--- src/design/fftag_pkg.sv ---
// ----------------------------------------------------------------------------
// fftag_pkg: shared types and constants of the first-fit tag allocator
// Transaction payloads, command codes and boundary-tag field widths.
// ----------------------------------------------------------------------------
package fftag_pkg;

	// Default heap size in bytes
	localparam int HEAP_BYTES_DEF = 1024;

	// Boundary tag layout: bit 15 in use, bits 14:0 length in bytes
	localparam int TAG_W        = 16;
	localparam int TAG_LEN_W    = 15;
	localparam int TAG_USED_BIT = 15;
	localparam int TAG_LEN_MASK = 32'h7FFF;
	localparam int TAG_BYTES    = 2;

	// Padding added before rounding a request up to even: two tags plus one
	localparam int NEED_PAD = 2 * TAG_BYTES + 1;

	// Width of the shared adder: wide enough for an unwrapped padded request
	localparam int ADD_W = 17;

	// Port field widths
	localparam int REQ_W        = 16;
	localparam int ADDR_W       = 10;
	localparam int FREE_BYTES_W = 11;

	// Command codes
	localparam logic CMD_ALLOC   = 1'b0;
	localparam logic CMD_RELEASE = 1'b1;

	typedef struct packed {
		logic              cmd;
		logic [REQ_W-1:0]  request_size;
		logic [ADDR_W-1:0] block_address;
	} item_t;

	typedef struct packed {
		logic [ADDR_W-1:0]       result_address;
		logic                    ok;
		logic [FREE_BYTES_W-1:0] free_bytes;
	} result_t;

	// Completion and free-counter events from the engine
	typedef struct packed {
		logic                 done;
		logic                 ok;
		logic [ADDR_W-1:0]    addr;
		logic                 free_add;
		logic                 free_sub;
		logic [TAG_LEN_W-1:0] amt;
	} evt_t;

endpackage

--- src/design/fftag_engine.sv ---
// ----------------------------------------------------------------------------
// fftag_engine: tag walk sequencer
// Small sequencer around one shared add/subtract unit; walks, splits and
// merges boundary tags one memory access per cycle.
// ----------------------------------------------------------------------------
module fftag_engine #(
	parameter int HEAP_BYTES = fftag_pkg::HEAP_BYTES_DEF
) (
	input  logic                          clk,
	input  logic                          arst_n,
	input  logic                          start_acc,
	input  fftag_pkg::item_t              item,
	output logic                          busy,
	output fftag_pkg::evt_t               evt,
	output logic                          rd_en,
	output logic [$clog2(HEAP_BYTES)-2:0] rd_idx,
	input  logic [fftag_pkg::TAG_W-1:0]   rd_data,
	output logic                          wr_en,
	output logic [$clog2(HEAP_BYTES)-2:0] wr_idx,
	output logic [fftag_pkg::TAG_W-1:0]   wr_data
);

	localparam int OFF_W = $clog2(HEAP_BYTES);
	localparam int WORDS = (HEAP_BYTES + 1) / 2;
	localparam int ADD_W = fftag_pkg::ADD_W;
	localparam int LEN_W = fftag_pkg::TAG_LEN_W;
	localparam logic [ADD_W-1:0] HEAP_LIM  = ADD_W'(HEAP_BYTES);
	localparam logic [ADD_W-1:0] STORE_LIM = ADD_W'(2 * WORDS);

	typedef enum logic [9:0] {
		S_IDLE   = 10'b00_0000_0001,
		S_APREP  = 10'b00_0000_0010,
		S_ABODY  = 10'b00_0000_0100,
		S_ACHK   = 10'b00_0000_1000,
		S_ASPLIT = 10'b00_0001_0000,
		S_ADONE  = 10'b00_0010_0000,
		S_RPREP  = 10'b00_0100_0000,
		S_RCHK   = 10'b00_1000_0000,
		S_RNXT   = 10'b01_0000_0000,
		S_RPREV  = 10'b10_0000_0000
	} state_t;

	state_t state_q, state_d;

	logic [fftag_pkg::REQ_W-1:0]  req_q;
	logic [fftag_pkg::ADDR_W-1:0] baddr_q;
	logic [ADD_W-1:0]             need_q, need_d;
	logic [LEN_W-1:0]             body_q, body_d;
	logic [LEN_W-1:0]             rem_q, rem_d;
	logic [LEN_W-1:0]             len_q, len_d;
	logic [LEN_W-1:0]             merged_q, merged_d;
	logic [OFF_W-1:0]             off_q, off_d;
	logic [OFF_W-1:0]             prev_q, prev_d;
	logic [fftag_pkg::TAG_W-1:0]  prev_tag_q, prev_tag_d;
	logic                         have_prev_q, have_prev_d;
	logic [fftag_pkg::ADDR_W-1:0] tgt_q, tgt_d;
	logic                         tgt_vld_q, tgt_vld_d;

	// Shared add/subtract unit
	logic [ADD_W-1:0] op_a, op_b, sum;
	logic             op_sub;

	logic [LEN_W-1:0] cur_len;
	logic             cur_used;
	logic             fit;
	logic             hit;
	logic             prev_free;
	logic [LEN_W-1:0] nxt_merged;

	assign cur_len   = rd_data[LEN_W-1:0];
	assign cur_used  = rd_data[fftag_pkg::TAG_USED_BIT];
	assign fit       = !cur_used && ADD_W'(cur_len) >= need_q;
	assign hit       = tgt_vld_q && ADD_W'(off_q) == ADD_W'(tgt_q);
	assign prev_free = have_prev_q && !prev_tag_q[fftag_pkg::TAG_USED_BIT];
	assign nxt_merged = cur_used ? len_q : sum[LEN_W-1:0];
	assign busy      = state_q != S_IDLE;

	// Operand selection
	always_comb begin
		op_a   = '0;
		op_b   = '0;
		op_sub = 1'b0;
		case (state_q)
			S_APREP: begin
				op_a = ADD_W'(req_q);
				op_b = ADD_W'(fftag_pkg::NEED_PAD);
			end
			S_ABODY: begin
				op_a   = need_q;
				op_b   = ADD_W'(fftag_pkg::TAG_BYTES);
				op_sub = 1'b1;
			end
			S_ACHK: begin
				if (fit) begin
					op_a   = ADD_W'(cur_len);
					op_b   = ADD_W'(body_q);
					op_sub = 1'b1;
				end else begin
					op_a = ADD_W'(off_q);
					op_b = ADD_W'(cur_len);
				end
			end
			S_ASPLIT: begin
				op_a = ADD_W'(off_q);
				op_b = ADD_W'(body_q);
			end
			S_ADONE: begin
				op_a = ADD_W'(off_q);
				op_b = ADD_W'(fftag_pkg::TAG_BYTES);
			end
			S_RPREP: begin
				op_a   = ADD_W'(baddr_q);
				op_b   = ADD_W'(fftag_pkg::TAG_BYTES);
				op_sub = 1'b1;
			end
			S_RCHK: begin
				op_a = ADD_W'(off_q);
				op_b = ADD_W'(cur_len);
			end
			S_RNXT: begin
				op_a = ADD_W'(len_q);
				op_b = ADD_W'(cur_len);
			end
			S_RPREV: begin
				op_a = ADD_W'(prev_tag_q[LEN_W-1:0]);
				op_b = ADD_W'(merged_q);
			end
			default: begin
				op_a = '0;
			end
		endcase
	end

	assign sum = op_a + (op_sub ? ~op_b : op_b) + ADD_W'(op_sub);

	// Sequencer
	always_comb begin
		state_d     = state_q;
		need_d      = need_q;
		body_d      = body_q;
		rem_d       = rem_q;
		len_d       = len_q;
		merged_d    = merged_q;
		off_d       = off_q;
		prev_d      = prev_q;
		prev_tag_d  = prev_tag_q;
		have_prev_d = have_prev_q;
		tgt_d       = tgt_q;
		tgt_vld_d   = tgt_vld_q;
		evt         = '0;
		rd_en       = 1'b0;
		rd_idx      = sum[OFF_W-1:1];
		wr_en       = 1'b0;
		wr_idx      = off_q[OFF_W-1:1];
		wr_data     = '0;
		case (state_q)
			S_IDLE: begin
				if (start_acc) begin
					state_d = (item.cmd == fftag_pkg::CMD_RELEASE) ? S_RPREP : S_APREP;
				end
			end
			S_APREP: begin
				// round the padded request up to even
				need_d  = {sum[ADD_W-1:1], 1'b0};
				state_d = S_ABODY;
			end
			S_ABODY: begin
				body_d = sum[LEN_W-1:0];
				if (need_q > HEAP_LIM) begin
					evt.done = 1'b1;
					state_d  = S_IDLE;
				end else begin
					off_d   = '0;
					rd_en   = 1'b1;
					rd_idx  = '0;
					state_d = S_ACHK;
				end
			end
			S_ACHK: begin
				if (cur_len == '0) begin
					evt.done = 1'b1;
					state_d  = S_IDLE;
				end else if (fit) begin
					// mark the head in use, remainder goes in the next step
					rem_d   = sum[LEN_W-1:0];
					wr_en   = 1'b1;
					wr_data = {1'b1, body_q};
					state_d = S_ASPLIT;
				end else if (sum >= HEAP_LIM) begin
					evt.done = 1'b1;
					state_d  = S_IDLE;
				end else begin
					off_d = sum[OFF_W-1:0];
					rd_en = 1'b1;
				end
			end
			S_ASPLIT: begin
				wr_en   = sum < STORE_LIM;
				wr_idx  = sum[OFF_W-1:1];
				wr_data = {1'b0, rem_q};
				state_d = S_ADONE;
			end
			S_ADONE: begin
				evt.done     = 1'b1;
				evt.ok       = 1'b1;
				evt.addr     = sum[fftag_pkg::ADDR_W-1:0];
				evt.free_sub = 1'b1;
				evt.amt      = body_q;
				state_d      = S_IDLE;
			end
			S_RPREP: begin
				tgt_d       = sum[fftag_pkg::ADDR_W-1:0];
				tgt_vld_d   = |baddr_q[fftag_pkg::ADDR_W-1:1];
				off_d       = '0;
				have_prev_d = 1'b0;
				rd_en       = 1'b1;
				rd_idx      = '0;
				state_d     = S_RCHK;
			end
			S_RCHK: begin
				if (hit) begin
					len_d        = cur_len;
					evt.free_add = cur_used;
					evt.amt      = cur_len;
					if (sum < HEAP_LIM) begin
						rd_en   = 1'b1;
						state_d = S_RNXT;
					end else begin
						wr_en    = 1'b1;
						wr_data  = {1'b0, cur_len};
						merged_d = cur_len;
						if (prev_free) begin
							state_d = S_RPREV;
						end else begin
							evt.done = 1'b1;
							evt.ok   = 1'b1;
							state_d  = S_IDLE;
						end
					end
				end else if (cur_len == '0 || sum >= HEAP_LIM) begin
					evt.done = 1'b1;
					state_d  = S_IDLE;
				end else begin
					prev_d      = off_q;
					prev_tag_d  = rd_data;
					have_prev_d = 1'b1;
					off_d       = sum[OFF_W-1:0];
					rd_en       = 1'b1;
				end
			end
			S_RNXT: begin
				wr_en    = 1'b1;
				wr_data  = {1'b0, nxt_merged};
				merged_d = nxt_merged;
				if (prev_free) begin
					state_d = S_RPREV;
				end else begin
					evt.done = 1'b1;
					evt.ok   = 1'b1;
					state_d  = S_IDLE;
				end
			end
			S_RPREV: begin
				wr_en    = 1'b1;
				wr_idx   = prev_q[OFF_W-1:1];
				wr_data  = {1'b0, sum[LEN_W-1:0]};
				evt.done = 1'b1;
				evt.ok   = 1'b1;
				state_d  = S_IDLE;
			end
			default: begin
				state_d = S_IDLE;
			end
		endcase
	end

	always_ff @(posedge clk or negedge arst_n) begin
		if (!arst_n) begin
			state_q <= S_IDLE;
		end else begin
			state_q <= state_d;
		end
	end

	always_ff @(posedge clk) begin
		if (start_acc) begin
			req_q   <= item.request_size;
			baddr_q <= item.block_address;
		end
		need_q      <= need_d;
		body_q      <= body_d;
		rem_q       <= rem_d;
		len_q       <= len_d;
		merged_q    <= merged_d;
		off_q       <= off_d;
		prev_q      <= prev_d;
		prev_tag_q  <= prev_tag_d;
		have_prev_q <= have_prev_d;
		tgt_q       <= tgt_d;
		tgt_vld_q   <= tgt_vld_d;
	end

endmodule
--- config.mk ---
export PLATFORM = sky130hd
export DESIGN_NAME = fftag_engine
export DESIGN_NICKNAME = d
export VERILOG_FILES = /design/src/design/fftag_pkg.sv /design/src/design/fftag_engine.sv
export SDC_FILE = /design/constraint.sdc
export NUM_CORES = 1
export LEC_CHECK = 0
export BUFFER_PORTS_ARGS = -buffer_cell sky130_fd_sc_hd__buf_2
export CAP_MARGIN = 20
export CELL_PAD_IN_SITES_DETAIL_PLACEMENT = 0
export CELL_PAD_IN_SITES_GLOBAL_PLACEMENT = 1
export CORE_UTILIZATION = 50
export CTS_CLUSTER_SIZE = 24
export DETAILED_ROUTE_END_ITERATION = 10
export PLACE_DENSITY_LB_ADDON = 0.08
export SLEW_MARGIN = 20
export SYNTH_ARGS = -nofsm -noshare
export SYNTH_HDL_FRONTEND = slang
export SYNTH_SLANG_ARGS = --single-unit
--- constraint.sdc ---
create_clock -name clk -period 12.8 [get_ports clk]
set_clock_uncertainty 0.1 [all_clocks]
set_input_delay 0.64 -clock clk [delete_from_list [all_inputs] [get_ports clk]]
set_output_delay 0.64 -clock clk [all_outputs]
set_load 0.05 [all_outputs]
==> impl_metrics.env <==
export IMPL_end_kind="primary output"
export IMPL_finalWorstSetupSlack_ns=4.42
export IMPL_synth_top_cell_area_share_pct=50.7
export IMPL_synth_edff_count=149
export IMPL_power_density_nw_per_um2=151
export IMPL_slew_limit_headroom_pct=38.0
export IMPL_dp_slack_ns=5.05
export IMPL_synth_distinct_cells=77
export IMPL_hold_viol_final=0
export IMPL_hold_path_depth=2
export IMPL_grtUsageTotal_pct=32.0
export IMPL_drt_wl_total_mm=27.8
export IMPL_min_to="state_q[1]"
export IMPL_via_count=7341
export IMPL_start_kind="flip-flop"
export IMPL_portBuffers=111
export IMPL_p_sw_share_pct=35.7
export IMPL_power_switching_uw=554
export IMPL_drtIter0Drc=855
export IMPL_maxCapViolCount=0
export IMPL_hold_path_class="input pin to flip-flop"
export IMPL_outcome="finished, final reports clean"
export IMPL_grt_pass1_vias=7258
export IMPL_fin_util_pct=59.2
export IMPL_final_setup_viol_count=0
export IMPL_grt_max_degree=37
export IMPL_hpwl_mm=19.3
export IMPL_power_total_uw=1550
export IMPL_syn_inst=796
export IMPL_ff2ff_setup_slack_ns=5.02
export IMPL_p_seq_share_pct=41.3
export IMPL_die_w_um=135
export IMPL_clk_pin_slew_ns=0.08
export IMPL_ys_ff_latch=159
export IMPL_reg2reg_depth=21
export IMPL_fmax_mhz=119
export IMPL_required_ns=12.06
export IMPL_synthArstFlopShare_pct=6.29
export IMPL_combinationalPowerShare_pct=25.5
export IMPL_final_antenna_net_count=0
export IMPL_layout_common_cells="149 x edfxtp_1, 111 x buf_2, 83 x nand2_1, 67 x nor2_1, 41 x a21oi_1"
export IMPL_synthFlopType="edfxtp_1"
export IMPL_synthToLayoutAreaGrowth_pct=16.0
export IMPL_clock_latency_ns=0.44
export IMPL_diodes=0
export IMPL_clockBufferDepth=2
export IMPL_intPower_uw=996
export IMPL_worst_setup_path_type="flip-flop to primary output"
export IMPL_min_from="item[26]"
export IMPL_final_nets=973
export IMPL_overflow=0
export IMPL_drc=0
export IMPL_cts_buffers=17
export IMPL_cts_sinks=159
export IMPL_grt_first_pass_wirelength_mm=42.7
export IMPL_initial_core_util_pct=51.0
export IMPL_first_pass_iters=6
export IMPL_cp_cell_sequence="or4_1 -> or4_1 -> a311oi_2 -> or2_2 -> a221o_1 -> xnor2_1 -> inv_1 -> fa_1 -> nor2b_1 -> o21a_1 -> o21ai_0 -> a21oi_1 -> a32o_1 -> o21a_1 -> nor2_1 -> xnor2_1 -> nor4_4 -> a21boi_2 -> buf_4 -> nor2_1 -> o21ai_0 -> buf_2"
export IMPL_setup_tns_ns=0
export IMPL_die_height_um=135
export IMPL_clockRootBuffer="clkbuf_16"
export IMPL_rsz0062_at_grt="no"
export IMPL_leakage_uw=0.00420
export IMPL_die_area_um2=18200
export IMPL_post_drt_wl_per_cell_um=24.5
export IMPL_place_congestion=0.889
export IMPL_avgSynthCellArea_um2=11.1
export IMPL_floorplan_rows=48
export IMPL_syn_area_um2=8830
export IMPL_crit_fanout=14
export IMPL_antenna_found_initial=0
export IMPL_yosys_warnings=0
export IMPL_hold_ws_ns=0.257
export IMPL_clkPwrFrac_pct=33.2
export IMPL_drv_slew=0
export IMPL_layout_drive_gt1_share_pct=21.3
export IMPL_r2r_start="state_q[7]"
export IMPL_worstMarginPinSlew_ns=0.926
export IMPL_layout_commonest_cell="edfxtp_1"
export IMPL_period_minus_slack_ns=8.38
export IMPL_period_share_pct=65.5
export IMPL_synth_nets=872
export IMPL_yosys_area_top_type="edfxtp_1"
export IMPL_reg2reg_to="merged_q[8]"
export IMPL_ir_worst_vdd_mv=0.0971
export IMPL_synth_area_top_cells="edfxtp_1 51%, ha_1 4.1%, nand2_1 3.5%"
export IMPL_ios=112
export IMPL_seq_area_frac_synth_pct=53.5
export IMPL_cp_arrival_ns=7.64
export IMPL_cpMaxStageDelayCell="a311oi_2"
export IMPL_crit_path_max_incr_delay_ns=0.83
export IMPL_h_tree_depth=4
export IMPL_vias_per_cell=6.47
export IMPL_core_area_um2=17300
export IMPL_cts_tree="done"
-- cells by family after synthesis --
| logic type | after synthesis | share of synthesized area [%] |
|---|---|---|
| AND/OR/NAND/NOR | 260 | 14.7 |
| AO/OA/AOI/OAI | 216 | 18.8 |
| flip-flops | 159 | 53.5 |
| buffers and inverters | 85 | 3.86 |
| XOR/XNOR | 41 | 4.15 |
| adder cells (fa/ha/maj) | 30 | 4.34 |
| multiplexers | 5 | 0.624 |
-- worst max path at each step --
stage	startpoint	endpoint	slack, ns
after floorplan	state_q[7]	have_prev_q	5.52
after global placement	rd_data[14]	evt[27]	5.22
after detailed placement	state_q[9]	evt[27]	5.05
after CTS	state_q[9]	evt[27]	4.49
after global routing	state_q[9]	evt[27]	4.04
final	state_q[7]	evt[27]	4.42
-- state kept, by name, summed over array words and instances, names as in the netlist, 15 cells and up --
signal and cells:
len_q 15, rem_q 15, prev_tag_q 16, body_q 15, merged_q 15, need_q 16, req_q 16
-- cells in the mapped netlist, types with 3 or more instances --
cell	count
a21o_1	8
a21oi_1	41
a221o_1	15
a222oi_1	28
a22o_1	22
a22oi_1	29
and2_1	8
and3_1	4
buf_1	5
clkbuf_1	37
dfrtp_1	9
edfxtp_1	149
ha_1	29
inv_1	36
mux2_2	4
nand2_1	83
nand2b_1	9
nand3_1	20
nand3b_1	3
nand4_1	7
nor2_1	67
nor2b_1	6
nor3_1	8
nor4_1	14
o211ai_1	11
o21ai_0	31
o21bai_1	3
or2_2	8
or4_1	6
xnor2_1	32
xor2_1	8
-- routing by layer --
layer,global-route usage [%],up-vias,wire (µm)
met3,5.37,51,2130
met1,42.8,3649,11500
li1,-,3272,-
met4,10.9,0,588
met5,0,-,0
met2,52.8,369,13600
-- power by group through the flow --
| stage | Clock [µW] | Combinational (µW) | Sequential (µW) |
|---|---|---|---|
| floorplan | 0 | 271 | 641 |
| global placement | 0 | 383 | 649 |
| detailed placement | 0 | 390 | 650 |
| CTS | 517 | 392 | 639 |
| global route | 538 | 426 | 641 |
| finish | 515 | 395 | 639 |
-- repair_timing --
item | 4_1_cts | 5_1_grt
hold buffers | 1 | 0
gates resized for setup | 0 | 0
endpoints found under the hold margin | 9 | 0
setup buffers | 0 | 0
-- critical path: cells and delay by family (launching register included) --
family / cells / cell delay (ns)
AO/OA/AOI/OAI: 9 / 2.63
AND/OR/NAND/NOR: 7 / 2.29
XOR/XNOR: 2 / 0.71
buffers and inverters: 3 / 0.69
flip-flops: 1 / 0.44
adder cells (fa/ha/maj): 1 / 0.44
-- cell type report --
type	count	area, µm²
Fill cell	1478	7050
Clock inverter	15	189
Tap cell	225	282
Multi-Input combinational cell	552	3790
Sequential cell	159	4730
Clock buffer	17	425
Timing Repair Buffer	128	686
Inverter	39	148
-- metrics by stage --
step                cell area [µm²]  cells
floorplan                      8830    796
global placement               9620   1102
detailed placement             9620   1102
CTS                           10200   1135
global route                  10200   1135
finish                        10200   1135
(Power assumes the default switching activity.)
